$ cat src/rtl/core/bakos_pkg.sv
`default_nettype none

package bakos_pkg;

  localparam int OP_W      = 2;
  localparam int INDEX_W   = 11;
  localparam int RANK_W    = 11;
  localparam int POS_W     = 11;
  localparam int LENGTH_W  = 11;
  localparam int IN_DATA_W = 24;
  localparam int OUT_DATA_W = 16;

  localparam logic [OP_W-1:0] OP_WRITE  = 2'd0;
  localparam logic [OP_W-1:0] OP_TOGGLE = 2'd1;
  localparam logic [OP_W-1:0] OP_FIND   = 2'd2;

  localparam logic [LENGTH_W-1:0] ACTIVE_LENGTH_RESET = 11'd1024;

  typedef struct packed {
    logic             found;
    logic [POS_W-1:0] position;
  } res_t;

endpackage

`default_nettype wire

$ cat src/rtl/core/bakos_ctrl.sv
`default_nettype none

module bakos_ctrl
  import bakos_pkg::*;
#(
  parameter int SIZE = 1024
) (
  input  wire logic                                     clk,
  input  wire logic                                     rst,
  input  wire logic                                     in_valid,
  output logic                                          in_ready,
  input  wire logic [OP_W-1:0]                          in_op,
  input  wire logic [INDEX_W-1:0]                       in_index,
  input  wire logic                                     in_bit,
  input  wire logic [RANK_W-1:0]                        in_rank,
  input  wire logic [LENGTH_W-1:0]                      active_length,
  output logic                                          res_valid,
  input  wire logic                                     res_ready,
  output res_t                                          res,
  output logic                                          bit_we,
  output logic [((SIZE > 1) ? $clog2(SIZE) : 1)-1:0]    bit_waddr,
  output logic [0:0]                                    bit_wdata,
  output logic                                          bit_re,
  output logic [((SIZE > 1) ? $clog2(SIZE) : 1)-1:0]    bit_raddr,
  input  wire logic [0:0]                               bit_rdata,
  output logic                                          tree_we,
  output logic [((SIZE > 1) ? $clog2(SIZE) : 1)-1:0]    tree_waddr,
  output logic [$clog2(SIZE+1)-1:0]                     tree_wdata,
  output logic                                          tree_re,
  output logic [((SIZE > 1) ? $clog2(SIZE) : 1)-1:0]    tree_raddr,
  input  wire logic [$clog2(SIZE+1)-1:0]                tree_rdata
);

  localparam int AW = (SIZE > 1) ? $clog2(SIZE) : 1;
  localparam int PW = $clog2(SIZE + 1);
  localparam int CW = PW;
  localparam int VW = (PW + 1 > 12) ? PW + 1 : 12;
  localparam int RW = (CW > RANK_W) ? CW : RANK_W;
  localparam int TOP_LOG = PW - 1;

  localparam logic [VW-1:0] SIZE_V = VW'(SIZE);
  localparam logic [VW-1:0] TOP_V  = VW'(1) << TOP_LOG;
  localparam logic [AW-1:0] CLR_LAST = AW'(SIZE - 1);

  localparam logic [2:0] S_CLEAR  = 3'd0;
  localparam logic [2:0] S_IDLE   = 3'd1;
  localparam logic [2:0] S_BIT    = 3'd2;
  localparam logic [2:0] S_ADJ    = 3'd3;
  localparam logic [2:0] S_FIND   = 3'd4;
  localparam logic [2:0] S_RESULT = 3'd5;

  logic [2:0]    state;
  logic [AW-1:0] clr;

  logic [OP_W-1:0] op_r;
  logic [VW-1:0]   idx_r;
  logic            bit_r;

  // tree update walk
  logic [VW-1:0] upos;
  logic          up;
  logic          wpend;
  logic [AW-1:0] adj_waddr;

  // tree descent
  logic [VW-1:0] fpos;
  logic [VW-1:0] fstep;
  logic [VW-1:0] fnxt;
  logic [RW-1:0] frem;
  logic          fwait;

  logic [VW-1:0] lim;
  logic [VW-1:0] idx_v;
  logic          in_range;
  logic          accept;
  logic          old_bit;
  logic          new_bit;
  logic [VW-1:0] upos_low;
  logic [VW-1:0] nxt;
  logic [VW-1:0] hit;
  logic [RW-1:0] cnt_ext;

  assign lim      = (VW'(active_length) > SIZE_V) ? SIZE_V : VW'(active_length);
  assign idx_v    = VW'(in_index);
  assign in_range = (idx_v != '0) && (idx_v <= lim);
  assign in_ready = (state == S_IDLE);
  assign accept   = in_valid && in_ready;
  assign old_bit  = bit_rdata[0];
  assign new_bit  = (op_r == OP_WRITE) ? bit_r : ~old_bit;
  assign upos_low = upos & (~upos + VW'(1));
  assign nxt      = fpos + fstep;
  assign hit      = fpos + VW'(1);
  assign cnt_ext  = RW'(tree_rdata);
  assign res_valid = (state == S_RESULT);

  always_comb begin
    bit_we     = 1'b0;
    bit_waddr  = AW'(idx_r - VW'(1));
    bit_wdata  = new_bit;
    bit_re     = 1'b0;
    bit_raddr  = AW'(idx_v - VW'(1));
    tree_we    = 1'b0;
    tree_waddr = adj_waddr;
    tree_wdata = up ? (tree_rdata + CW'(1)) : (tree_rdata - CW'(1));
    tree_re    = 1'b0;
    tree_raddr = AW'(upos - VW'(1));
    unique case (state)
      S_CLEAR: begin
        bit_we     = 1'b1;
        bit_waddr  = clr;
        bit_wdata  = 1'b0;
        tree_we    = 1'b1;
        tree_waddr = clr;
        tree_wdata = '0;
      end
      S_IDLE: begin
        bit_re = accept && (in_op == OP_WRITE || in_op == OP_TOGGLE) && in_range;
      end
      S_BIT: begin
        bit_we = (new_bit != old_bit);
      end
      S_ADJ: begin
        tree_we = wpend;
        tree_re = (upos <= SIZE_V);
      end
      S_FIND: begin
        tree_raddr = AW'(nxt - VW'(1));
        tree_re    = !fwait && (fstep != '0) && (nxt <= SIZE_V);
      end
      S_RESULT: begin
      end
      default: begin
      end
    endcase
  end

  always_ff @(posedge clk) begin
    if (rst) begin
      state <= S_CLEAR;
      clr   <= '0;
      wpend <= 1'b0;
      fwait <= 1'b0;
    end else begin
      unique case (state)
        S_CLEAR: begin
          clr <= clr + AW'(1);
          if (clr == CLR_LAST) begin
            state <= S_IDLE;
          end
        end
        S_IDLE: begin
          op_r  <= in_op;
          idx_r <= idx_v;
          bit_r <= in_bit;
          fpos  <= '0;
          fstep <= TOP_V;
          frem  <= RW'(in_rank);
          fwait <= 1'b0;
          wpend <= 1'b0;
          if (accept) begin
            if ((in_op == OP_WRITE || in_op == OP_TOGGLE) && in_range) begin
              state <= S_BIT;
            end else if (in_op == OP_FIND) begin
              if (in_rank == '0) begin
                res   <= '{found: 1'b0, position: '0};
                state <= S_RESULT;
              end else begin
                state <= S_FIND;
              end
            end
          end
        end
        S_BIT: begin
          upos <= idx_r;
          up   <= new_bit;
          state <= (new_bit != old_bit) ? S_ADJ : S_IDLE;
        end
        S_ADJ: begin
          // read of the next ancestor overlaps the write-back of the previous one
          if (upos <= SIZE_V) begin
            adj_waddr <= AW'(upos - VW'(1));
            wpend     <= 1'b1;
            upos      <= upos + upos_low;
          end else begin
            wpend <= 1'b0;
            state <= S_IDLE;
          end
        end
        S_FIND: begin
          if (fwait) begin
            if (cnt_ext < frem) begin
              fpos <= fnxt;
              frem <= frem - cnt_ext;
            end
            fstep <= fstep >> 1;
            fwait <= 1'b0;
          end else if (fstep == '0) begin
            res.found    <= (hit <= lim);
            res.position <= (hit <= lim) ? hit[POS_W-1:0] : '0;
            state        <= S_RESULT;
          end else if (nxt <= SIZE_V) begin
            fnxt  <= nxt;
            fwait <= 1'b1;
          end else begin
            fstep <= fstep >> 1;
          end
        end
        S_RESULT: begin
          if (res_ready) begin
            state <= S_IDLE;
          end
        end
        default: begin
          state <= S_IDLE;
        end
      endcase
    end
  end

endmodule

`default_nettype wire

$ cat config.mk
export PLATFORM = sky130hd
export DESIGN_NAME = bakos_ctrl
export DESIGN_NICKNAME = d
export VERILOG_FILES = /design/src/rtl/core/bakos_pkg.sv /design/src/rtl/core/bakos_ctrl.sv
export SDC_FILE = /design/constraint.sdc
export NUM_CORES = 1
export LEC_CHECK = 0
export BUFFER_PORTS_ARGS = -buffer_cell sky130_fd_sc_hd__buf_2
export CAP_MARGIN = 20
export CORE_MARGIN = 2
export CORE_UTILIZATION = 45
export DETAILED_ROUTE_END_ITERATION = 8
export PLACE_DENSITY = 0.66
export SYNTH_ARGS = -nofsm -noshare
export SYNTH_HDL_FRONTEND = slang
export SYNTH_SLANG_ARGS = --single-unit
$ cat constraint.sdc
create_clock -name clk -period 7.04 [get_ports clk]
set_clock_uncertainty 0.05 [all_clocks]
set_input_delay 0.704 -clock clk [delete_from_list [all_inputs] [get_ports clk]]
set_output_delay 0.704 -clock clk [all_outputs]
set_load 0.05 [all_outputs]
Yosys cells after proc, flatten, opt, wreduce, memory -nomap -nowiden
Index checks and enable logic that the tools add are counted.

cells by class
  eq/ne operators = 24
  order comparisons = 6
  reduce and logical (&&, ||, !) cells = 28
  mux-type cells = 49
  bitwise logic cells = 6
  $add $sub $neg = 12

operators by type and width
  kind                   count
  $mux 12                12
  $pmux 12 s2            4
  $mux 11                6
  $sub 10x1->10 const B  4
  $mux 10                3
  $add 12x1->12 const B  2
  $add 12x12->12         2
  $le 12x11->1 const B   2
  $mux 3                 8
  $reduce_bool 12->1     2
  $pmux 11 s2            1
  $pmux 3 s6             1
  $ne 2x2->1 const B     8
  $and 12x12->12         1
  $le 12x11->1           1
  $logic_not 12->1       1
  $not 12->12            1
  $add 11x1->11 const B  1
  $gt 11x11->1 const B   1
  $le 11x11->1           1
  $logic_not 11->1       1
  $lt 11x11->1           1
  $sub 11x1->11 const B  1
  $sub 11x11->11         1
  other kinds (27)       59

word-level totals
  logic and storage cells = 141
  input port bits = 52
  flip-flop bits (word level) = 111
  output and inout port bits = 70

Longest topological paths before layout
Gate-level depths: netlist of run 1.

  word-level depth = 8
  mapped depth = 13
  gate-level depth less buffers = 12

Worst setup path before layout of run 1
OpenSTA, ideal clock, no wires.

  path type = flip-flop to output port
  start = reg fpos[0]
  end = out tree_re
  path buffers = 0
  stages on the path, launching flop included = 10
  required time = 6.286 ns
  path slack = 2.466 ns
  arrival = 3.820 ns
  cells stage by stage = edfxtp_1 ha_1 fa_1 a211oi_2 or4b_1 nand4_2 or4b_4 o41ai_2 nand2b_1 o31ai_1

on the way
  longest elaborated chain between the ends = 4

ends and longest elaborated chain
  item                    line               RTL
  start, declared         bakos_ctrl.sv:66   logic [VW-1:0] fpos;
  start signal, assigned  bakos_ctrl.sv:192  fpos <= fnxt;
  $add 12x12->12          bakos_ctrl.sv:91   assign nxt = fpos + fstep;
  via nxt[6]              bakos_ctrl.sv:79   logic [VW-1:0] nxt;
  $le 12x11->1            bakos_ctrl.sv:128  tree_re = !fwait && (fstep != '0) && (nxt <= SIZE_V);
  $logic_and 1x1->1       bakos_ctrl.sv:128
  $pmux 1 s2              bakos_ctrl.sv:107  unique case (state)
  end, declared           bakos_ctrl.sv:29   output logic tree_re,

The timed path passes the listed nets, and every way through them passes these cells.

Worst setup path after layout of run 1
Ends and elaborated chain as after synthesis.

==> flow_metrics.tcl, run 1 <==
set metrics [dict create \
    status "complete, no violations" \
    drive_gt1_frac 0.168 \
    yosysWarnings 0 \
    dr.pass1.iters 5 \
    fin_hold_ws_ns 0.413 \
    dp_hpwl_mm 15.6 \
    path_max_fanout 7 \
    p_int_mw 1.11 \
    rsz0062_at_grt "false" \
    maxCapViolCount 0 \
    cts.sinks 110 \
    yosysUniqueCellTypes 74 \
    clock-root-buffer "clkbuf_16" \
    p_sw_mw 0.541 \
    hold_class "reg -> reg" \
    cts_buffer_depth 2 \
    drcViolationCount 0 \
    critPathKind "reg -> out" \
    synth_enable_flop_cells 95 \
    grt_pass1_vias 5991 \
    ys_seq_area_frac 0.399 \
    regArea_um2 3150 \
    critPathLaunchType "register" \
    finalSetupTns_ns 0 \
    tightest_slew_ns 0.959 \
    wl_per_cell_um 17.0 \
    crit_path_cell_trace "ha_1 > fa_1 > a211oi_2 > or4b_1 > nand4_2 > or4b_4 > o41ai_2 > nand2b_1 > o31ai_1 > buf_2" \
    routed_via_density 5.54 \
    multi_input_area_um2 4470 \
    clk_pin_slew_ns 0.08 \
    cts_made_buffers 9 \
    place_area_um2 8740 \
    cp-end-kind "output port" \
    rows 48 \
    p_seq_frac 0.442 \
    yosysTopAreaCellShare 0.361 \
    antenna_cells 0 \
    slew_viol_final 0 \
    cts_resized 0 \
    setup_violations 0 \
    relSlewSlack 0.358 \
    p_sw_frac 0.328 \
    synth_top_cell_by_area "edfxtp_1" \
    grt_antenna_before_repair 0 \
    critPathRequiredTime_ns 6.29 \
    syn_area_um2 7910 \
    cts_tree "built" \
    cpPeakStageDelay_ns 0.58 \
    avgSynthCellArea_um2 9.25 \
    grt_max_degree 47 \
    dieArea_um2 18600 \
    io_buffers 121 \
    syn_inst 855 \
    peakVddDrop_uv 120 \
    synth_area_leaders "edfxtp_1 (36%), ha_1 (10%), nand2_1 (5.1%)" \
    period_share 0.665 \
    place.gp.congestion 0.894 \
    max_freq_ghz 0.214 \
    post_cts_buffers 0 \
    power_density_nw_per_um2 182 \
    synth-seq-cells 110 \
    die_x_um 137 \
    p_leak_nw 3.78 \
    hold_violations 0 \
    crit_arrival_ns 3.93 \
    area_growth_pct 14.4 \
    initial_core_util 0.459 \
    grt_overflow_total 0 \
    syn_nets 974 \
    finalWirelength_mm 20.3 \
    async_reset_ff_frac 0 \
    period_minus_slack_ns 4.68 \
    pwr-share-comb 0.236 \
    slowest_stage "or4b_4" \
    p_clk_frac 0.322 \
    final_common_cell "buf_2" \
    core_area_um2 17200 \
    htree_levels 3 \
    insertion_delay_ns 0.35 \
    ctsHoldBuffers 0 \
    final_cell_mix "buf_2 (121), nand2_1 (107), edfxtp_1 (95)" \
    fin_area_um2 9040 \
    via_count 6616 \
    fillers 1630 \
    die_y_um 137 \
    fin_util 0.525 \
    nNetsFinal 1083 \
    drtAntennaViolNets 0 \
    ys.flop_type "edfxtp_1" \
    pin_count 122 \
    grt_pass1_wl_mm 31.5 \
    gr-usage-all-layers 0.219 \
    drt_iter0_drc 537 \
]
[stage by stage]
step           instances  total power [mW]  setup WS, ns
2_1_floorplan        855              1.03          2.47
3_3_place_gp        1177              1.13          2.83
3_5_place_dp        1177              1.13          2.79
4_1_cts             1193              1.65          2.36
5_1_grt             1194              1.71          2.20
6_report            1194              1.65          2.36
[registers in the layout, indices dropped and copies added (netlist names), 3 cells and up]
register and flops:
fpos 12, upos 12, res 12, frem 11, clr 10, state 3
idx_r 11, fstep 11, fnxt 12, adj_waddr 10
[kinds of logic after synthesis]
family,Yosys count,share of synthesized area
AOI/OAI and AO/OA,182,0.156
muxes,5,0.00665
xor gates and xnor gates,70,0.0775
buffers and inverters,79,0.0389
DFF,110,0.399
and+or+nand+nor,342,0.213
adders and majority gates,67,0.109
[per-layer routing]
| layer | wire length [µm] | up-vias | track usage |
|---|---|---|---|
| met5 | 0 | - | 0 |
| li1 | - | 3307 | - |
| met3 | 1040 | 22 | 0.0300 |
| met4 | 272 | 0 | 0.0544 |
| met2 | 9150 | 193 | 0.346 |
| met1 | 9840 | 3094 | 0.317 |
[worst max-delay path, delay by kind of cell (launching register included)]
family,cells,cell delay [ns]
buffers and inverters,1,0.34
adders and majority gates,2,0.72
and+or+nand+nor,4,1.07
AOI/OAI and AO/OA,3,0.93
DFF,1,0.51
[power by group through the flow]
stage	combinational [mW]	clock [mW]	sequential [mW]
floorplan	0.289	0	0.739
global placement	0.384	0	0.743
detailed placement	0.388	0	0.743
CTS	0.390	0.536	0.728
global route	0.423	0.556	0.731
finish	0.388	0.529	0.728
[synthesized netlist by cell type, types with 4 or more instances]
cell / instances
o21ai_1: 9
nand2_1: 107
nand4_1: 13
or3_1: 10
dfxtp_1: 15
and3_1: 9
o21ai_0: 36
nand3_1: 20
o21bai_1: 5
o22ai_1: 4
a31oi_1: 6
o211ai_1: 7
nor2_1: 83
a211oi_1: 6
nand2b_1: 7
inv_1: 47
and2_1: 28
nor3_1: 19
a21o_1: 14
a21oi_1: 37
nor4_1: 11
o21a_1: 13
nor3b_1: 6
xnor2_1: 40
ha_1: 64
nor4b_1: 4
nor2b_1: 10
edfxtp_1: 95
o31ai_1: 9
clkbuf_1: 23
xor2_1: 30
[final cells by class]
| cell class | count | share of cell area |
|---|---|---|
| Multi-Input combinational cell | 666 | 0.494 |
| Sequential cell | 110 | 0.349 |
| Timing Repair Buffer | 128 | 0.0728 |
| Tap cell | 225 | 0.0311 |
| Clock buffer | 10 | 0.0253 |
| Inverter | 49 | 0.0203 |
| Clock inverter | 6 | 0.00775 |
[final timing paths]
| check | startpoint | endpoint | slack, ns | depth (start not counted) |
|---|---|---|---|---|
| worst max-delay path | fpos[0] | tree_re | 2.36 | 10 |
| worst min-delay path | wpend | wpend | 0.41 | 2 |
| worst max register to register | fpos[0] | fstep[6] | 3.33 | 9 |
| worst min register to register | wpend | wpend | 0.41 | 2 |
Note: power is estimated with default switching activity, not from simulation.
==> inputs of run 2 (changes only) <==
Clock period 7.04 ns to 4.72 ns, I/O delays scaled along.
==> flow_metrics.tcl, run 2 (synthesized netlist as in run 1, its figures left out) <==
set metrics [dict create \
    r2r-start "fpos[0]" \
    cts_made_buffers 9 \
    drt_iter0_drc 574 \
    core_area_um2 17200 \
    dieArea_um2 18600 \
    ff2ff_path_depth 9 \
    critPathKind "reg -> out" \
    status "complete, no violations" \
    min-delay-start "in_bit" \
    via_count 6677 \
    dp_hpwl_mm 15.8 \
    drcViolationCount 0 \
    setup_violations 0 \
    final_common_cell "buf_2" \
    setup_ws_ns 0.258 \
    p_leak_nw 3.79 \
    cts.sinks 110 \
    grt_antenna_before_repair 0 \
    dr.pass1.iters 5 \
    peakVddDrop_uv 216 \
    min_path_cells 1 \
    worstHoldEndpoint "bit_r" \
    cts_buffer_depth 2 \
    hold_class "in -> reg" \
    antenna_cells 0 \
    reg2reg_slack_ns 1.02 \
    final_cell_mix "buf_2 (121), nand2_1 (107), edfxtp_1 (95)" \
    area_growth_pct 14.9 \
    rsz0062_at_grt "false" \
    hold_violations 0 \
    drtAntennaViolNets 0 \
    die_y_um 137 \
    dp.cells 1177 \
    nNetsFinal 1082 \
    ctsHoldBuffers 0 \
    clk_pin_slew_ns 0.08 \
    grt_max_degree 35 \
    maxCapViolCount 0 \
    fin_util 0.527 \
    power_density_nw_per_um2 281 \
    finalWirelength_mm 20.7 \
    insertion_delay_ns 0.36 \
    cts_resized 0 \
    pre_cts_ws_ns 0.718 \
    place.gp.congestion 0.896 \
    slew_viol_final 0 \
    instances_no_fill 1193 \
    tightest_slew_ns 1.07 \
    grt_overflow_total 0 \
    pin_count 122 \
    cp-end-kind "output port" \
    r2r_end "fstep[10]" \
    drive_gt1_frac 0.167 \
    rows 48 \
    relSlewSlack 0.281 \
    io_buffers 121 \
    grt_pass1_wl_mm 32.3 \
    period_minus_slack_ns 4.46 \
    path_max_fanout 7 \
    die_x_um 137 \
    clock-root-buffer "clkbuf_16" \
    htree_levels 3 \
    routed_via_density 5.60 \
    total_power_mw 2.55 \
    wl_per_cell_um 17.3 \
    cts_tree "built" \
    initial_core_util 0.459 \
    post_cts_buffers 0 \
    gr-usage-all-layers 0.225 \
    crit_arrival_ns 3.94 \
    critPathLaunchType "register" \
    max_freq_ghz 0.224 \
    period_share 0.945 \
    grt_pass1_vias 6129 \
    critPathRequiredTime_ns 4.20 \
    finalSetupTns_ns 0 \
]
## run 2: cell types whose count changed in the layout (fill, tap and decap cells not counted), sizes merged
cell / change
clkbuf: -1
inv: -1
bufinv: +2
buf: -1
## run 2: worst max path at each step
stage	from	to	slack, ns
after floorplan	fpos[0]	tree_re	0.38
after global placement	fpos[0]	tree_re	0.75
after detailed placement	fpos[0]	tree_re	0.72
after CTS	fpos[0]	tree_re	0.23
after global routing	fpos[0]	tree_re	0.12
final	fpos[0]	tree_re	0.26
## run 2: critical path, stage by stage, from the launching register on
cell and delay, ns:
edfxtp_1 0.51, ha_1 0.28, fa_1 0.42, a211oi_2 0.32, or4b_1 0.18, nand4_2 0.15
or4b_4 0.58, o41ai_2 0.21, nand2b_1 0.18, o31ai_1 0.40, buf_2 0.34
## run 2: where the power goes
part	total, mW	leakage [nW]	switching [mW]	internal [mW]
Sequential	1.09	0.983	0.0183	1.07
Clock	0.888	0.168	0.367	0.521
Combinational	0.579	2.64	0.417	0.162
## run 2: area by class of cell
cell class / count / area, µm²
Timing Repair Buffer: 127 / 651
Multi-Input combinational cell: 666 / 4470
Clock buffer: 9 / 225
Inverter: 49 / 184
Sequential cell: 110 / 3150
Fill cell: 1585 / 8160
Tap cell: 225 / 282
Clock inverter: 7 / 120
## run 2: per-layer routing
layer	vias to the layer above	part of all wire	routed length, µm	global-route usage
met1	3115	0.47	9670	0.320
met2	224	0.45	9280	0.350
met4	0	0.021	427	0.0747
li1	3307	-	-	-
met3	31	0.063	1310	0.0359
met5	-	0	0	0
## run 2: metrics by stage
step | hold slack, ns | cell area (µm²)
finish | 0.246 | 9080
global route | 0.244 | 9080
CTS | 0.240 | 9080
detailed placement | 0.420 | 8740
global placement | 0.398 | 8740
floorplan | 0.387 | 7910
==> inputs of run 3 (changes only) <==
Settings changed: CTS_BUF_LIST from default to sky130_fd_sc_hd__clkbuf_8.
==> flow_metrics.tcl, run 3 (synthesized netlist as in run 1, its figures left out) <==
set metrics [dict create \
    cts_tree "built" \
    ctsHoldBuffers 0 \
    dr.pass1.iters 6 \
    crit_arrival_ns 3.91 \
    cts_resized 0 \
    max_freq_ghz 0.226 \
    rsz0062_at_grt "false" \
    dp_hpwl_mm 15.8 \
    die_y_um 137 \
    area_growth_pct 13.6 \
    die_x_um 137 \
    wl_per_cell_um 17.3 \
    total_power_mw 2.36 \
    power_density_nw_per_um2 263 \
    status "complete, no violations" \
    final_common_cell "buf_2" \
    hold_class "in -> reg" \
    gr-usage-all-layers 0.225 \
    pin_count 122 \
    final_cell_mix "buf_2 (121), nand2_1 (107), edfxtp_1 (95)" \
    finalWirelength_mm 20.7 \
    tightest_slew_ns 1.07 \
    core_area_um2 17200 \
    place.gp.congestion 0.896 \
    setup_violations 0 \
    clk_pin_slew_ns 0.11 \
    post_cts_buffers 0 \
    cts_buffer_depth 2 \
    io_buffers 121 \
    hold_violations 0 \
    critPathLaunchType "register" \
    relSlewSlack 0.285 \
    period_share 0.938 \
    grt_overflow_total 0 \
    antenna_cells 0 \
    drtAntennaViolNets 0 \
    rows 48 \
    critPathKind "reg -> out" \
    cts_made_buffers 9 \
    cts.sinks 110 \
    grt_pass1_vias 6118 \
    insertion_delay_ns 0.40 \
    grt_antenna_before_repair 0 \
    drt_iter0_drc 657 \
    dieArea_um2 18600 \
    clock-root-buffer "clkbuf_8" \
    critPathRequiredTime_ns 4.20 \
    peakVddDrop_uv 161 \
    path_max_fanout 7 \
    initial_core_util 0.459 \
    routed_via_density 5.59 \
    cp-end-kind "output port" \
    via_count 6665 \
    drive_gt1_frac 0.167 \
    grt_max_degree 35 \
    finalSetupTns_ns 0 \
    period_minus_slack_ns 4.43 \
    slew_viol_final 0 \
    drcViolationCount 0 \
    p_leak_nw 3.75 \
    htree_levels 3 \
    grt_pass1_wl_mm 32.2 \
    maxCapViolCount 0 \
    nNetsFinal 1082 \
]
## run 3: cell count changes in the layout (fill, tap and decap cells not counted)
cell / before / now
clkbuf_8: 0 / 9
clkbuf_16: 9 / 0
## run 3: metrics by stage
| stage | instance area [µm²] | hold WS (ns) | utilization | cells | setup WS [ns] |
|---|---|---|---|---|---|
| after floorplan | 7910 | 0.387 | - | 855 | 0.378 |
| after global placement | 8740 | 0.398 | 0.507 | 1177 | 0.750 |
| after detailed placement | 8740 | 0.420 | 0.507 | 1177 | 0.718 |
| after CTS | 8980 | 0.197 | 0.521 | 1193 | 0.247 |
| after global routing | 8980 | 0.199 | 0.521 | 1193 | 0.115 |
| final | 8980 | 0.213 | 0.521 | 1193 | 0.292 |
## run 3: area by class of cell
type	instances	area, µm²
clock buffers	9	124
fillers	1595	8260
flip-flops and latches	110	3150
clock inverters	7	120
inverters	49	184
multi-input cells	666	4470
well taps	225	282
repair buffers	127	651
## run 3: power breakdown
group / total [mW] / leakage [nW] / switching, mW / internal [mW]
clock network: 0.699 / 0.121 / 0.344 / 0.355
logic: 0.580 / 2.64 / 0.417 / 0.162
registers: 1.09 / 0.983 / 0.0184 / 1.07
## run 3: critical path, stage by stage (launching register included)
cell	delay [ns]
edfxtp_1	0.52
ha_1	0.29
fa_1	0.42
a211oi_2	0.32
or4b_1	0.18
nand4_2	0.15
or4b_4	0.58
o41ai_2	0.21
nand2b_1	0.17
o31ai_1	0.34
buf_2	0.33
## run 3: routing by layer
layer | vias up | wire length (µm) | GRT usage
li1 | 3304 | - | -
met1 | 3118 | 9810 | 0.321
met2 | 211 | 9230 | 0.347
met3 | 32 | 1230 | 0.0374
met4 | 0 | 417 | 0.0752
met5 | - | 0 | 0
## run 3: worst paths after layout
check           from   endpoint  slack [ns]  depth (start not counted)
max          fpos[0]    tree_re        0.29                         10
min           in_bit      bit_r        0.21                          1
max reg2reg  fpos[0]  fstep[10]        1.00                          9
min reg2reg    wpend      wpend        0.43                          2
