`src/rtl/core/bakos_ram.sv`:
```
`default_nettype none

module bakos_ram #(
  parameter int WIDTH = 8,
  parameter int DEPTH = 16
) (
  input  wire logic                                       clk,
  input  wire logic                                       we,
  input  wire logic [((DEPTH > 1) ? $clog2(DEPTH) : 1)-1:0] waddr,
  input  wire logic [WIDTH-1:0]                           wdata,
  input  wire logic                                       re,
  input  wire logic [((DEPTH > 1) ? $clog2(DEPTH) : 1)-1:0] raddr,
  output logic      [WIDTH-1:0]                           rdata
);

  logic [WIDTH-1:0] mem [DEPTH];

  always_ff @(posedge clk) begin
    if (we) begin
      mem[waddr] <= wdata;
    end
    if (re) begin
      rdata <= mem[raddr];
    end
  end

endmodule

`default_nettype wire

```
`config.mk`:
```
export PLATFORM = sky130hd
export DESIGN_NAME = bakos_ram
export DESIGN_NICKNAME = d
export VERILOG_FILES = /design/src/rtl/core/bakos_ram.sv
export SDC_FILE = /design/constraint.sdc
export NUM_CORES = 1
export LEC_CHECK = 0
export ABC_AREA = 1
export BUFFER_PORTS_ARGS = -buffer_cell sky130_fd_sc_hd__buf_4
export CAP_MARGIN = 20
export CORE_MARGIN = 2
export CORE_UTILIZATION = 55
export DETAILED_ROUTE_END_ITERATION = 10
export PLACE_DENSITY = 0.85
export REMOVE_ABC_BUFFERS = 1
export SLEW_MARGIN = 20
export SYNTH_ARGS = -nofsm -noshare
export SYNTH_HDL_FRONTEND = slang
export SYNTH_SLANG_ARGS = --single-unit
```
`constraint.sdc`:
```
create_clock -name clk -period 1.2 [get_ports clk]
set_input_delay 0.24 -clock clk [delete_from_list [all_inputs] [get_ports clk]]
set_output_delay 0.24 -clock clk [all_outputs]
set_load 0.01 [all_outputs]
```
# Word-level counts from Yosys, hierarchy flattened
# Memories as Yosys holds them, arrays and structs flattened. A register that Yosys moved wholly into a read port is not among the register bits.
# Cells that the tools add are included.
[word_totals] mem_bits_rw=128 reg_bits=0 memories=1
[op_classes] n_mux=2
[memory_table] name="mem" depth=16 width=8 read_ports=1 rd_ports_with_merged_regs=1 write_ports=1 line="16" rtl="logic [WIDTH-1:0] mem [DEPTH];"
[op_table] cell="$mux W1" count=2

# Depth between registers and ports, before layout
# Gate-level depths: netlist of run 1.
[logic_depth] ltp_word=2 mapped_depth=8 ltp_nobuf=7

# Least setup slack after synthesis of run 1
# No wires, ideal clock.
[synth_path] kind="input to register" startpoint="in waddr[3] (netlist name)" endpoint="mem mem[4][0] (enable)" setup_slack_ns=0.009 stages=2 setup_ns=0.370 arrival_time_ns=0.821 cell_sequence="nand3b_1 -> nor2_1"
[synth_lines] element="start, declared" line="9" rtl="input wire logic [((DEPTH > 1) ? $clog2(DEPTH) : 1)-1:0] waddr,"
[synth_lines] element="end, declared" line="16"
# No word-level cell before the write port.

# Worst setup path in the final report of run 1
[layout_path] startpoint="reg rdata[7] (read register of mem)" endpoint="out rdata[7]"
[layout_lines] element="start, declared" line="13" rtl="output logic [WIDTH-1:0] rdata"
# No word-level cell between the ends.

==> report_table.html, run 1 <==
<table>
<tr><th>Metric</th><th>Value</th></tr>
<tr><th colspan="2">Synth</th></tr>
<tr><td>Sequential cell area fraction in the yosys report</td><td>69.85%</td></tr>
<tr><td>Count of state elements after synthesis</td><td>136</td></tr>
<tr><td>Netlist area before placement</td><td>5847 um2</td></tr>
<tr><td>Syn Inst Count</td><td>551</td></tr>
<tr><td>Number of different library cells in the post-synthesis netlist</td><td>11</td></tr>
<tr><td>Yosys warning count</td><td>0</td></tr>
<tr><td>Synthesized area per cell</td><td>10.61 um2</td></tr>
<tr><th colspan="2">GRT</th></tr>
<tr><td>Total GRT Usage</td><td>25.42%</td></tr>
<tr><td>Number of antenna violations at the first check in global routing</td><td>0</td></tr>
<tr><td>First-pass GRT wire length</td><td>21.32 mm</td></tr>
<tr><td>Maximum number of pins on one net before global-route repair</td><td>44</td></tr>
<tr><td>Via count of the first global-routing pass</td><td>4,118</td></tr>
<tr><td>Grt total ovfl</td><td>0</td></tr>
<tr><th colspan="2">Routing</th></tr>
<tr><td>Length of routed met3 wiring</td><td>1.461 mm</td></tr>
<tr><td>Top layer reached by signal wires</td><td>met4</td></tr>
<tr><td>WL met1</td><td>5.057 mm</td></tr>
<tr><td>Per-cell routed wire length</td><td>18.40 um</td></tr>
<tr><td>Met2 routed wirelength</td><td>6.735 mm</td></tr>
<tr><td>Wire length after detailed routing</td><td>13.69 mm</td></tr>
<tr><td>Number of violations reported at the end of detailed-routing iteration 0</td><td>557</td></tr>
<tr><td>Total via count in the routed design</td><td>4,125</td></tr>
<tr><td>Count of TritonRoute iterations in the first routing pass</td><td>6</td></tr>
<tr><td>Final antenna-violating net count</td><td>0</td></tr>
<tr><td>Remaining routing DRC violations</td><td>0</td></tr>
<tr><td>Per-cell via count in the routed design</td><td>5.544</td></tr>
<tr><th colspan="2">Layout</th></tr>
<tr><td>Post-synthesis to final-layout area growth</td><td>18.47%</td></tr>
<tr><td>FILL cells</td><td>686</td></tr>
<tr><td>Post-layout nets</td><td>615</td></tr>
<tr><td>Non-filler cells in the finished layout</td><td>744</td></tr>
<tr><td>Antenna diode instance count</td><td>0</td></tr>
<tr><td>Share of cells above drive strength 1</td><td>14.31%</td></tr>
<tr><th colspan="2">Run</th></tr>
<tr><td>Number of max-cap violations</td><td>0</td></tr>
<tr><th colspan="2">Timing</th></tr>
<tr><td>Worst slew margin relative to its limit</td><td>58.55%</td></tr>
<tr><td>Clock Skew</td><td>4.880 ps</td></tr>
<tr><td>Setup_tns</td><td>-966.3 ps</td></tr>
<tr><td>Tightest Pin Transition</td><td>620.9 ps</td></tr>
<tr><td>Period utilisation layout</td><td>114.3%</td></tr>
<tr><td>Hold Vio Cnt, Final</td><td>0</td></tr>
<tr><td>Setup repair after global routing missed its margin</td><td>true</td></tr>
<tr><td>Worst hold slack</td><td>24.75 ps</td></tr>
<tr><td>Fin. max-slew vios</td><td>0</td></tr>
<tr><td>Min setup slack post-route</td><td>-171.4 ps</td></tr>
<tr><td>Final setup vio count</td><td>9</td></tr>
<tr><td>Max Freq</td><td>729.2 MHz</td></tr>
<tr><td>Post-layout minimum cycle time</td><td>1371 ps</td></tr>
<tr><th colspan="2">Floorplanning</th></tr>
<tr><td>Core Box Area</td><td>10,320 um2</td></tr>
<tr><td>Site Rows</td><td>37</td></tr>
<tr><td>Height of the die</td><td>107.1 um</td></tr>
<tr><td>Die footprint</td><td>11,470 um2</td></tr>
<tr><td>Starting utilization of the core area</td><td>56.64%</td></tr>
<tr><td>Die Width</td><td>107.1 um</td></tr>
<tr><td>IO Count</td><td>27</td></tr>
<tr><th colspan="2">Worst setup path</th></tr>
<tr><td>Delay contributed by the slowest stage of the critical path</td><td>450 ps</td></tr>
<tr><td>WS Path Type</td><td>reg -&gt; out</td></tr>
<tr><td>Worst Path Max Fanout</td><td>1</td></tr>
<tr><td>Buffers &amp; Inverters on Critical Path</td><td>1</td></tr>
<tr><td>Critical register-to-register path startpoint</td><td>mem[7][3]</td></tr>
<tr><td>Data required time at the worst endpoint</td><td>960 ps</td></tr>
<tr><td>Endpoint kind of the worst setup timing path</td><td>output port</td></tr>
<tr><td>Slowest stage cell on the critical path</td><td>sky130_fd_sc_hd__edfxtp_1</td></tr>
<tr><td>Crit path DAT</td><td>1130 ps</td></tr>
<tr><td>Crit. Startpoint</td><td>rdata[7]</td></tr>
<tr><td>Startpoint kind of the worst setup timing path</td><td>flip-flop</td></tr>
<tr><td>Family of cells with the greatest summed delay on the critical path</td><td>flip-flops</td></tr>
<tr><td>Cell-by-cell listing of the critical path</td><td>buf_6</td></tr>
<tr><th colspan="2">Place</th></tr>
<tr><td>Post-Place Cells</td><td>713</td></tr>
<tr><td>Placed wire-length estimate</td><td>8.210 mm</td></tr>
<tr><td>Post-Place Worst Slack</td><td>-248.0 ps</td></tr>
<tr><td>Gpl congestion</td><td>0.8635</td></tr>
<tr><td>PortBufs</td><td>26</td></tr>
<tr><th colspan="2">Clock tree</th></tr>
<tr><td>Insertion delay of the later-clocked pin in the worst-skew pair</td><td>530 ps</td></tr>
<tr><td>Sinks on the clock net</td><td>136</td></tr>
<tr><td>Cell chosen for the clock root</td><td>sky130_fd_sc_hd__clkbuf_8</td></tr>
<tr><td>Post-CTS Setup Bufs</td><td>0</td></tr>
<tr><td>Number of clock buffers inserted by TritonCTS</td><td>17</td></tr>
<tr><td>TritonCTS clock tree</td><td>yes</td></tr>
<tr><td>Clock slew at the register clock pins of the worst setup and hold paths</td><td>60 ps</td></tr>
<tr><td>Maximum buffer depth of the clock tree</td><td>2</td></tr>
<tr><td>Post-CTS Hold Buffers</td><td>0</td></tr>
<tr><td>Htree depth</td><td>4</td></tr>
<tr><th colspan="2">Pwr</th></tr>
<tr><td>VDD IR max</td><td>0.7930 mV</td></tr>
<tr><td>Total power of the final layout</td><td>11.27 mW</td></tr>
<tr><td>Leak pwr</td><td>2.995 nW</td></tr>
<tr><td>Ratio of total power to cell area</td><td>1627 nW/um2</td></tr>
<tr><th colspan="2">Hold path</th></tr>
<tr><td>Critical hold path startpoint</td><td>re</td></tr>
<tr><td>Kind of path behind the tightest hold check</td><td>in -&gt; reg</td></tr>
<tr><th colspan="2">Run status</th></tr>
<tr><td>Failing checks</td><td>negative setup slack</td></tr>
<tr><td>Status</td><td>finished, violations left</td></tr>
</table>
layout by cell type, fill, tap and decap left out:
master	instances
sky130_fd_sc_hd__clkinv_2	2
sky130_fd_sc_hd__inv_2	2
sky130_fd_sc_hd__nand3b_1	2
sky130_fd_sc_hd__clkinvlp_4	4
sky130_fd_sc_hd__buf_12	5
sky130_fd_sc_hd__inv_1	100
sky130_fd_sc_hd__clkbuf_8	1
sky130_fd_sc_hd__clkinv_4	2
sky130_fd_sc_hd__bufinv_16	3
sky130_fd_sc_hd__nand2_1	173
sky130_fd_sc_hd__buf_4	37
sky130_fd_sc_hd__edfxtp_1	136
sky130_fd_sc_hd__nand3_1	93
sky130_fd_sc_hd__inv_6	3
sky130_fd_sc_hd__nor2_1	17
sky130_fd_sc_hd__nand3_2	4
sky130_fd_sc_hd__buf_6	8
sky130_fd_sc_hd__clkbuf_16	16
area by class of cell:
cell class / instances / area [um2] / share of cell area (%)
tap: 136 / 170.2 / 2.457
multi-input combinational: 289 / 1234 / 17.81
timing repair buffer: 50 / 467.9 / 6.756
inverter: 102 / 382.9 / 5.527
clock inverter: 14 / 173.9 / 2.511
sequential: 136 / 4084 / 58.96
clock buffer: 17 / 414.1 / 5.979
cells in the mapped netlist:
master	number	share of area, %
sky130_fd_sc_hd__nand3b_1	2	0.26
sky130_fd_sc_hd__buf_6	6	1.2
sky130_fd_sc_hd__buf_1	1	0.064
sky130_fd_sc_hd__buf_4	4	0.51
sky130_fd_sc_hd__buf_2	13	1.1
sky130_fd_sc_hd__nor2_1	17	1.1
sky130_fd_sc_hd__nand2_1	173	11
sky130_fd_sc_hd__inv_1	100	6.4
sky130_fd_sc_hd__nand3_1	97	8.3
sky130_fd_sc_hd__edfxtp_1	136	70
sky130_fd_sc_hd__inv_2	2	0.13
through the flow:
stage | utilization (%) | area [um2]
final | 67.09 | 6927
after global routing | 67.09 | 6927
after CTS | 66.83 | 6899
after detailed placement | 60.91 | 6289
after global placement | 60.91 | 6289
after floorplan | - | 5680
sequential cells by signal, indices dropped and copies added (netlist names):
name and flops:
rdata 8, mem 128
worst register-to-register path, cell delays in order (launching register included):
cell and delay (ps):
sky130_fd_sc_hd__edfxtp_1 390, sky130_fd_sc_hd__inv_1 100, sky130_fd_sc_hd__nand2_1 80, sky130_fd_sc_hd__nand3_1 140
sky130_fd_sc_hd__nand3_2 110, sky130_fd_sc_hd__nand3_2 100, sky130_fd_sc_hd__nand2_1 60
routing by layer:
| layer | track usage [%] | up-vias |
|---|---|---|
| met4 | 13.45 | 0 |
| met3 | 5.289 | 50 |
| met1 | 33.80 | 1910 |
| met2 | 39.60 | 298 |
| met5 | 0 | - |
| li1 | - | 1867 |
final timing paths:
path / endpoint / cells past startpoint / slack [ps]
worst min register to register: rdata[6] / 6 / 760
worst max register to register: rdata[3] / 6 / -20
worst min-delay path: rdata[1] / 1 / 20
worst max-delay path: rdata[7] / 1 / -170
cell families after synthesis:
logic type / after synthesis / share of synthesized area, %
buf+inv: 126 / 9.394
flops: 136 / 69.85
simple gates: 289 / 20.76
power by group:
part / internal (mW) / switching (mW) / leakage [nW]
logic: 0.254 / 0.482 / 1.48
clock network: 3.17 / 1.98 / 0.277
registers: 5.35 / 0.0386 / 1.24
total: 8.77 / 2.50 / 3.00
what timing repair did:
action	CTS	global route
endpoints found under the setup margin	8	10
cloned	0	0
resized for setup	6	6
hold endpoints to repair	0	0
pin swaps	0	0
Note: power is estimated with default switching activity, not from simulation.
==> run 2, diff against run 1 <==
Settings changed: CELL_PAD_IN_SITES_DETAIL_PLACEMENT from default to 1, CELL_PAD_IN_SITES_GLOBAL_PLACEMENT from default to 1, CORE_UTILIZATION 55 to 44.
==> report_table.html, run 2 (same netlist as run 1, synthesis figures left out) <==
<table>
<tr><th>Metric</th><th>Value</th></tr>
<tr><th colspan="2">Worst setup path</th></tr>
<tr><td>Data required time at the worst endpoint</td><td>960 ps</td></tr>
<tr><td>Endpoint kind of the worst setup timing path</td><td>output port</td></tr>
<tr><td>Critical register-to-register path startpoint</td><td>mem[7][6]</td></tr>
<tr><td>Cell-by-cell listing of the critical path</td><td>buf_6</td></tr>
<tr><td>Startpoint kind of the worst setup timing path</td><td>flip-flop</td></tr>
<tr><td>R2R cell count</td><td>6</td></tr>
<tr><td>Crit path DAT</td><td>980 ps</td></tr>
<tr><td>Buffers &amp; Inverters on Critical Path</td><td>1</td></tr>
<tr><td>Family of cells with the greatest summed delay on the critical path</td><td>flip-flops</td></tr>
<tr><td>WS Path Type</td><td>reg -&gt; out</td></tr>
<tr><td>Worst Path Max Fanout</td><td>1</td></tr>
<tr><td>Slowest stage cell on the critical path</td><td>sky130_fd_sc_hd__edfxtp_1</td></tr>
<tr><td>CP endpoint</td><td>rdata[3]</td></tr>
<tr><td>Worst reg2reg setup slack</td><td>0 ps</td></tr>
<tr><td>Logic depth of the worst path, buffers included</td><td>1</td></tr>
<tr><td>Crit. Startpoint</td><td>rdata[3]</td></tr>
<tr><td>Delay contributed by the slowest stage of the critical path</td><td>410 ps</td></tr>
<tr><td>Worst reg2reg path endpoint</td><td>rdata[6]</td></tr>
<tr><th colspan="2">GRT</th></tr>
<tr><td>Grt total ovfl</td><td>0</td></tr>
<tr><td>Maximum number of pins on one net before global-route repair</td><td>53</td></tr>
<tr><td>First-pass GRT wire length</td><td>25.63 mm</td></tr>
<tr><td>Total GRT Usage</td><td>24.71%</td></tr>
<tr><td>Via count of the first global-routing pass</td><td>4,748</td></tr>
<tr><td>Number of antenna violations at the first check in global routing</td><td>0</td></tr>
<tr><th colspan="2">Layout</th></tr>
<tr><td>Post-synthesis to final-layout area growth</td><td>21.98%</td></tr>
<tr><td>Core Util, Final</td><td>54.50%</td></tr>
<tr><td>Final design instance area without fill</td><td>7132 um2</td></tr>
<tr><td>Most common cell after layout, fill and taps aside</td><td>sky130_fd_sc_hd__nand2_1</td></tr>
<tr><td>Share of cells above drive strength 1</td><td>17.63%</td></tr>
<tr><td>FILL cells</td><td>1,387</td></tr>
<tr><td>Post-layout nets</td><td>630</td></tr>
<tr><td>Flip-flop count of the largest register, all copies and words added</td><td>128</td></tr>
<tr><td>Top register by number of flip-flops</td><td>mem</td></tr>
<tr><td>Largest registers in the final layout</td><td>mem: 128 flops, rdata: 8 flops</td></tr>
<tr><td>Top library cells by usage in the layout, fill and taps aside</td><td>sky130_fd_sc_hd__nand2_1, sky130_fd_sc_hd__edfxtp_1, sky130_fd_sc_hd__inv_1</td></tr>
<tr><td>Antenna diode instance count</td><td>0</td></tr>
<tr><th colspan="2">Routing</th></tr>
<tr><td>Per-cell routed wire length</td><td>21.16 um</td></tr>
<tr><td>Wire length after detailed routing</td><td>16.93 mm</td></tr>
<tr><td>Number of violations reported at the end of detailed-routing iteration 0</td><td>355</td></tr>
<tr><td>Remaining routing DRC violations</td><td>0</td></tr>
<tr><td>Per-cell via count in the routed design</td><td>5.296</td></tr>
<tr><td>Count of TritonRoute iterations in the first routing pass</td><td>5</td></tr>
<tr><td>Total via count in the routed design</td><td>4,237</td></tr>
<tr><td>Final antenna-violating net count</td><td>0</td></tr>
<tr><th colspan="2">Run status</th></tr>
<tr><td>Failing checks</td><td>negative setup slack</td></tr>
<tr><td>Status</td><td>finished, violations left</td></tr>
<tr><th colspan="2">Floorplanning</th></tr>
<tr><td>Die Width</td><td>119.3 um</td></tr>
<tr><td>Starting utilization of the core area</td><td>44.68%</td></tr>
<tr><td>Site Rows</td><td>42</td></tr>
<tr><td>IO Count</td><td>27</td></tr>
<tr><td>Core Box Area</td><td>13,090 um2</td></tr>
<tr><td>Die footprint</td><td>14,230 um2</td></tr>
<tr><td>Height of the die</td><td>119.3 um</td></tr>
<tr><th colspan="2">Place</th></tr>
<tr><td>Post-Place Worst Slack</td><td>-287.9 ps</td></tr>
<tr><td>PortBufs</td><td>26</td></tr>
<tr><td>Gpl congestion</td><td>0.8506</td></tr>
<tr><td>Area post-placement</td><td>6464 um2</td></tr>
<tr><td>Placed wire-length estimate</td><td>10.89 mm</td></tr>
<tr><th colspan="2">Timing</th></tr>
<tr><td>Period utilisation layout</td><td>101.8%</td></tr>
<tr><td>Setup_tns</td><td>-39.38 ps</td></tr>
<tr><td>Fin. max-slew vios</td><td>0</td></tr>
<tr><td>Hold Vio Cnt, Final</td><td>0</td></tr>
<tr><td>Post-layout minimum cycle time</td><td>1222 ps</td></tr>
<tr><td>Max Freq</td><td>818.5 MHz</td></tr>
<tr><td>Final setup vio count</td><td>2</td></tr>
<tr><td>Setup repair after global routing missed its margin</td><td>true</td></tr>
<tr><td>Clock Skew</td><td>5.537 ps</td></tr>
<tr><td>Min setup slack post-route</td><td>-21.71 ps</td></tr>
<tr><td>Tightest Pin Transition</td><td>416.2 ps</td></tr>
<tr><td>Worst slew margin relative to its limit</td><td>72.22%</td></tr>
<tr><th colspan="2">Hold path</th></tr>
<tr><td>Kind of path behind the tightest hold check</td><td>in -&gt; reg</td></tr>
<tr><td>Critical hold path startpoint</td><td>re</td></tr>
<tr><th colspan="2">Clock tree</th></tr>
<tr><td>Clock slew at the register clock pins of the worst setup and hold paths</td><td>60 ps</td></tr>
<tr><td>Insertion delay of the later-clocked pin in the worst-skew pair</td><td>420 ps</td></tr>
<tr><td>Number of clock buffers inserted by TritonCTS</td><td>17</td></tr>
<tr><td>Post-CTS Hold Buffers</td><td>0</td></tr>
<tr><td>Cell chosen for the clock root</td><td>sky130_fd_sc_hd__clkbuf_16</td></tr>
<tr><td>Maximum buffer depth of the clock tree</td><td>2</td></tr>
<tr><td>TritonCTS clock tree</td><td>yes</td></tr>
<tr><td>Htree depth</td><td>4</td></tr>
<tr><td>Sinks on the clock net</td><td>136</td></tr>
<tr><td>Post-CTS Setup Bufs</td><td>0</td></tr>
<tr><th colspan="2">Pwr</th></tr>
<tr><td>VDD IR max</td><td>0.9582 mV</td></tr>
<tr><td>Total power of the final layout</td><td>11.42 mW</td></tr>
<tr><td>Leak pwr</td><td>3.090 nW</td></tr>
<tr><td>Ratio of total power to cell area</td><td>1601 nW/um2</td></tr>
<tr><th colspan="2">Run</th></tr>
<tr><td>Number of max-cap violations</td><td>0</td></tr>
</table>
==> run 2: worst min-delay path by stage <==
stage	depth (start not counted)	to
after global routing	1	rdata[0]
after CTS	1	rdata[3]
after floorplan	0	mem[0][0]
final	1	rdata[3]
after detailed placement	1	rdata[6]
after global placement	1	rdata[3]
==> run 2: worst reg2reg max path, stage by stage (launching register included) <==
cell,delay (ps)
sky130_fd_sc_hd__edfxtp_1,390
sky130_fd_sc_hd__inv_1,90
sky130_fd_sc_hd__nand2_1,70
sky130_fd_sc_hd__nand3_1,100
sky130_fd_sc_hd__nand3_1,110
sky130_fd_sc_hd__nand3_2,110
sky130_fd_sc_hd__nand2_1,90
==> run 2: per-stage QoR <==
stage / hold WS, ps / instances
global route: 139.1 / 800
floorplan: 338.9 / 527
CTS: 130.4 / 800
detailed placement: 573.7 / 768
global placement: 568.2 / 768
finish: 148.3 / 800
==> run 2: routing by layer <==
| metal | global-route usage [%] | part of all wire (%) |
|---|---|---|
| met1 | 28.63 | 39 |
| met2 | 43.39 | 53 |
| met3 | 4.789 | 5.0 |
| met4 | 12.87 | 2.7 |
| met5 | 0 | 0 |
==> run 2: report_power, final <==
| group | switching (mW) | total, mW | internal (mW) |
|---|---|---|---|
| sequential | 0.0379 | 5.39 | 5.35 |
| clock | 1.98 | 5.21 | 3.24 |
| combinational | 0.531 | 0.814 | 0.283 |
==> run 2: final cells by class <==
cell class	count	area, um2	area share, %
inverters	102	382.9	5.368
clock inverters	14	157.7	2.211
well taps	176	220.2	3.088
clock buffers	18	429.2	6.018
flip-flops and latches	136	4084	57.26
repair buffers	65	581.8	8.158
multi-input cells	289	1276	17.89
==> run 2: what timing repair did <==
| item | 4_1_cts | 5_1_grt |
|---|---|---|
| pin swaps | 1 | 3 |
| endpoints found under the setup margin | 7 | 13 |
| gates resized for setup | 5 | 13 |
==> run 3, diff against run 2 <==
Settings changed: ABC_AREA 1 to 0, CORE_UTILIZATION 44 to 48, PLACE_DENSITY 0.85 to 0.84.
==> report_table.html, run 3 <==
<table>
<tr><th>Metric</th><th>Value</th></tr>
<tr><th colspan="2">Routing</th></tr>
<tr><td>Wire length after detailed routing</td><td>10.94 mm</td></tr>
<tr><td>Length of routed met3 wiring</td><td>576 um</td></tr>
<tr><td>Top layer reached by signal wires</td><td>met4</td></tr>
<tr><td>Final antenna-violating net count</td><td>0</td></tr>
<tr><td>WL met1</td><td>4.532 mm</td></tr>
<tr><td>Count of TritonRoute iterations in the first routing pass</td><td>4</td></tr>
<tr><td>Met2 routed wirelength</td><td>5.505 mm</td></tr>
<tr><td>Total via count in the routed design</td><td>2,519</td></tr>
<tr><td>Remaining routing DRC violations</td><td>0</td></tr>
<tr><td>Per-cell routed wire length</td><td>24.91 um</td></tr>
<tr><td>Number of violations reported at the end of detailed-routing iteration 0</td><td>186</td></tr>
<tr><td>Per-cell via count in the routed design</td><td>5.738</td></tr>
<tr><th colspan="2">Worst setup path</th></tr>
<tr><td>Critical register-to-register path startpoint</td><td>mem[3][5]</td></tr>
<tr><td>Data required time at the worst endpoint</td><td>1460 ps</td></tr>
<tr><td>Crit. Startpoint</td><td>mem[3][5]</td></tr>
<tr><td>Worst reg2reg path endpoint</td><td>rdata[5]</td></tr>
<tr><td>Endpoint kind of the worst setup timing path</td><td>flip-flop</td></tr>
<tr><td>WS Path Type</td><td>reg -&gt; reg</td></tr>
<tr><td>Startpoint kind of the worst setup timing path</td><td>flip-flop</td></tr>
<tr><td>R2R cell count</td><td>3</td></tr>
<tr><td>Worst reg2reg setup slack</td><td>-250 ps</td></tr>
<tr><td>Worst Path Max Fanout</td><td>1</td></tr>
<tr><td>CP endpoint</td><td>rdata[5]</td></tr>
<tr><td>Crit path DAT</td><td>1700 ps</td></tr>
<tr><th colspan="2">Floorplanning</th></tr>
<tr><td>IO Count</td><td>27</td></tr>
<tr><td>Die Width</td><td>108.4 um</td></tr>
<tr><td>Starting utilization of the core area</td><td>48.65%</td></tr>
<tr><td>Site Rows</td><td>38</td></tr>
<tr><td>Height of the die</td><td>108.4 um</td></tr>
<tr><td>Die footprint</td><td>11,740 um2</td></tr>
<tr><td>Core Box Area</td><td>10,750 um2</td></tr>
<tr><th colspan="2">Synth</th></tr>
<tr><td>Syn Inst Count</td><td>229</td></tr>
<tr><td>Count of state elements after synthesis</td><td>136</td></tr>
<tr><td>Cell types occupying the most area after synthesis</td><td>sky130_fd_sc_hd__edfxtp_1, sky130_fd_sc_hd__mux4_2, sky130_fd_sc_hd__mux4_1</td></tr>
<tr><td>Largest area contributor in the synthesized netlist</td><td>sky130_fd_sc_hd__edfxtp_1</td></tr>
<tr><td>Number of different library cells in the post-synthesis netlist</td><td>18</td></tr>
<tr><td>Synthesized area per cell</td><td>22.83 um2</td></tr>
<tr><td>Proportion of netlist area held by the largest area contributor</td><td>78.12%</td></tr>
<tr><td>Sequential cell area fraction in the yosys report</td><td>78.12%</td></tr>
<tr><td>Top post-synthesis cells by count</td><td>sky130_fd_sc_hd__edfxtp_1, sky130_fd_sc_hd__mux4_2, sky130_fd_sc_hd__a22oi_1, sky130_fd_sc_hd__mux4_1, sky130_fd_sc_hd__nor2_1</td></tr>
<tr><td>Share of synthesized flip-flops with an asynchronous set or reset</td><td>0%</td></tr>
<tr><td>Netlist area before placement</td><td>5228 um2</td></tr>
<tr><td>Yosys warning count</td><td>0</td></tr>
<tr><td>Primary flip-flop cell chosen by synthesis mapping</td><td>sky130_fd_sc_hd__edfxtp_1</td></tr>
<tr><td>Most frequent cell after synthesis</td><td>sky130_fd_sc_hd__edfxtp_1</td></tr>
<tr><td>Post-synth EDFFs</td><td>136</td></tr>
<tr><th colspan="2">Timing</th></tr>
<tr><td>Worst hold slack</td><td>43.04 ps</td></tr>
<tr><td>Setup_tns</td><td>-2314 ps</td></tr>
<tr><td>Setup repair after global routing missed its margin</td><td>true</td></tr>
<tr><td>Final setup vio count</td><td>16</td></tr>
<tr><td>Clock Skew</td><td>9.637 ps</td></tr>
<tr><td>Worst slew margin relative to its limit</td><td>39.99%</td></tr>
<tr><td>Max Freq</td><td>690.3 MHz</td></tr>
<tr><td>Fin. max-slew vios</td><td>0</td></tr>
<tr><td>Post-layout minimum cycle time</td><td>1449 ps</td></tr>
<tr><td>Tightest Pin Transition</td><td>898.3 ps</td></tr>
<tr><td>Hold Vio Cnt, Final</td><td>0</td></tr>
<tr><td>Period utilisation layout</td><td>120.7%</td></tr>
<tr><td>Min setup slack post-route</td><td>-248.7 ps</td></tr>
<tr><th colspan="2">Pwr</th></tr>
<tr><td>Combinational Power Share</td><td>5.8%</td></tr>
<tr><td>Ratio of total power to cell area</td><td>1650 nW/um2</td></tr>
<tr><td>Switch Pwr</td><td>2.064 mW</td></tr>
<tr><td>Portion of total power attributed to the clock network</td><td>42.1%</td></tr>
<tr><td>Leak pwr</td><td>2.090 nW</td></tr>
<tr><td>Switching Share</td><td>19.90%</td></tr>
<tr><td>Sequential fraction of design power</td><td>52.0%</td></tr>
<tr><td>Internal power</td><td>8.306 mW</td></tr>
<tr><td>VDD IR max</td><td>0.8847 mV</td></tr>
<tr><td>Total power of the final layout</td><td>10.37 mW</td></tr>
<tr><th colspan="2">Place</th></tr>
<tr><td>Gpl congestion</td><td>0.7371</td></tr>
<tr><td>Area post-placement</td><td>5749 um2</td></tr>
<tr><td>PortBufs</td><td>26</td></tr>
<tr><td>Placed wire-length estimate</td><td>7.129 mm</td></tr>
<tr><th colspan="2">GRT</th></tr>
<tr><td>Maximum number of pins on one net before global-route repair</td><td>20</td></tr>
<tr><td>Total GRT Usage</td><td>20.91%</td></tr>
<tr><td>Grt total ovfl</td><td>0</td></tr>
<tr><td>Via count of the first global-routing pass</td><td>2,809</td></tr>
<tr><td>Number of antenna violations at the first check in global routing</td><td>0</td></tr>
<tr><td>First-pass GRT wire length</td><td>16.89 mm</td></tr>
<tr><th colspan="2">Clock tree</th></tr>
<tr><td>Htree depth</td><td>4</td></tr>
<tr><td>Maximum buffer depth of the clock tree</td><td>2</td></tr>
<tr><td>Number of clock buffers inserted by TritonCTS</td><td>17</td></tr>
<tr><td>Cell chosen for the clock root</td><td>sky130_fd_sc_hd__clkbuf_8</td></tr>
<tr><td>TritonCTS clock tree</td><td>yes</td></tr>
<tr><td>Sinks on the clock net</td><td>136</td></tr>
<tr><td>Clock slew at the register clock pins of the worst setup and hold paths</td><td>60 ps</td></tr>
<tr><td>Insertion delay of the later-clocked pin in the worst-skew pair</td><td>510 ps</td></tr>
<tr><td>Post-CTS Hold Buffers</td><td>0</td></tr>
<tr><th colspan="2">Layout</th></tr>
<tr><td>Post-synthesis to final-layout area growth</td><td>20.23%</td></tr>
<tr><td>Most common cell after layout, fill and taps aside</td><td>sky130_fd_sc_hd__edfxtp_1</td></tr>
<tr><td>Top register by number of flip-flops</td><td>mem</td></tr>
<tr><td>Post-layout nets</td><td>308</td></tr>
<tr><td>Share of cells above drive strength 1</td><td>37.12%</td></tr>
<tr><td>Flip-flop count of the largest register, all copies and words added</td><td>128</td></tr>
<tr><td>Top library cells by usage in the layout, fill and taps aside</td><td>sky130_fd_sc_hd__edfxtp_1, sky130_fd_sc_hd__buf_4, sky130_fd_sc_hd__mux4_2</td></tr>
<tr><td>Largest registers in the final layout</td><td>mem: 128 flops, rdata: 8 flops</td></tr>
<tr><td>Final design instance area without fill</td><td>6285 um2</td></tr>
<tr><td>Antenna diode instance count</td><td>0</td></tr>
<tr><th colspan="2">Hold path</th></tr>
<tr><td>Kind of path behind the tightest hold check</td><td>in -&gt; reg</td></tr>
<tr><td>Critical hold path startpoint</td><td>re</td></tr>
<tr><th colspan="2">Run status</th></tr>
<tr><td>Status</td><td>finished, violations left</td></tr>
<tr><td>Failing checks</td><td>negative setup slack</td></tr>
<tr><th colspan="2">Run</th></tr>
<tr><td>Number of max-cap violations</td><td>0</td></tr>
</table>
## run 3: power by group through the flow
| stage | Combinational (mW) | Clock (mW) | Sequential, mW |
|---|---|---|---|
| floorplan | 0.213 | 0 | 5.48 |
| global placement | 0.534 | 0 | 5.48 |
| detailed placement | 0.565 | 0 | 5.48 |
| CTS | 0.610 | 4.43 | 5.39 |
| global route | 0.652 | 4.64 | 5.40 |
| finish | 0.605 | 4.37 | 5.40 |
## run 3: cell type report
cell class / count / area (um2)
Clock buffer: 21 / 429.2
Clock inverter: 8 / 58.81
Fill cell: 934 / 4461
Multi-Input combinational cell: 83 / 1075
Sequential cell: 136 / 4084
Tap cell: 140 / 175.2
Timing Repair Buffer: 51 / 462.9
## run 3: repair_timing
| action | in CTS | in global routing |
|---|---|---|
| setup buffers | 0 | 0 |
| gates cloned | 0 | 0 |
| gates resized for setup | 24 | 5 |
| pin swaps | 15 | 2 |
| setup endpoints to repair | 16 | 16 |
## run 3: cell families after synthesis
group / after synthesis / share of synthesized area (%)
and+or+nand+nor: 35 / 3.136
AOI/OAI and AO/OA: 16 / 2.298
buffers and inverters: 10 / 1.651
muxes: 32 / 14.79
DFF: 136 / 78.12
## run 3: how the worst min path moves through the flow
stage	to	slack [ps]	cells after the start
after floorplan	mem[0][0]	340	0
after global placement	mem[14][1]	540	1
after detailed placement	rdata[7]	560	1
after CTS	rdata[7]	20	1
after global routing	rdata[7]	30	1
final	rdata[7]	40	1
## run 3: per-layer routing
layer / vias up / global-route usage (%)
li1: 1087 / -
met1: 1314 / 27.19
met2: 90 / 33.20
met3: 28 / 5.485
met4: 0 / 9.890
met5: - / 0
## run 3: stage by stage
stage	std cells	utilization (%)	setup WS [ps]
final	439	58.49	-248.7
after global routing	439	58.49	-294.5
after CTS	439	58.44	-259.8
after detailed placement	410	53.50	-593.3
after global placement	410	53.50	-525.2
after floorplan	219	-	-532.9
## run 3: critical path, cell delays in order, from the launching register on
cell and delay [ps]:
sky130_fd_sc_hd__edfxtp_1 400, sky130_fd_sc_hd__mux4_2 510, sky130_fd_sc_hd__a22oi_2 190, sky130_fd_sc_hd__nand2_1 100
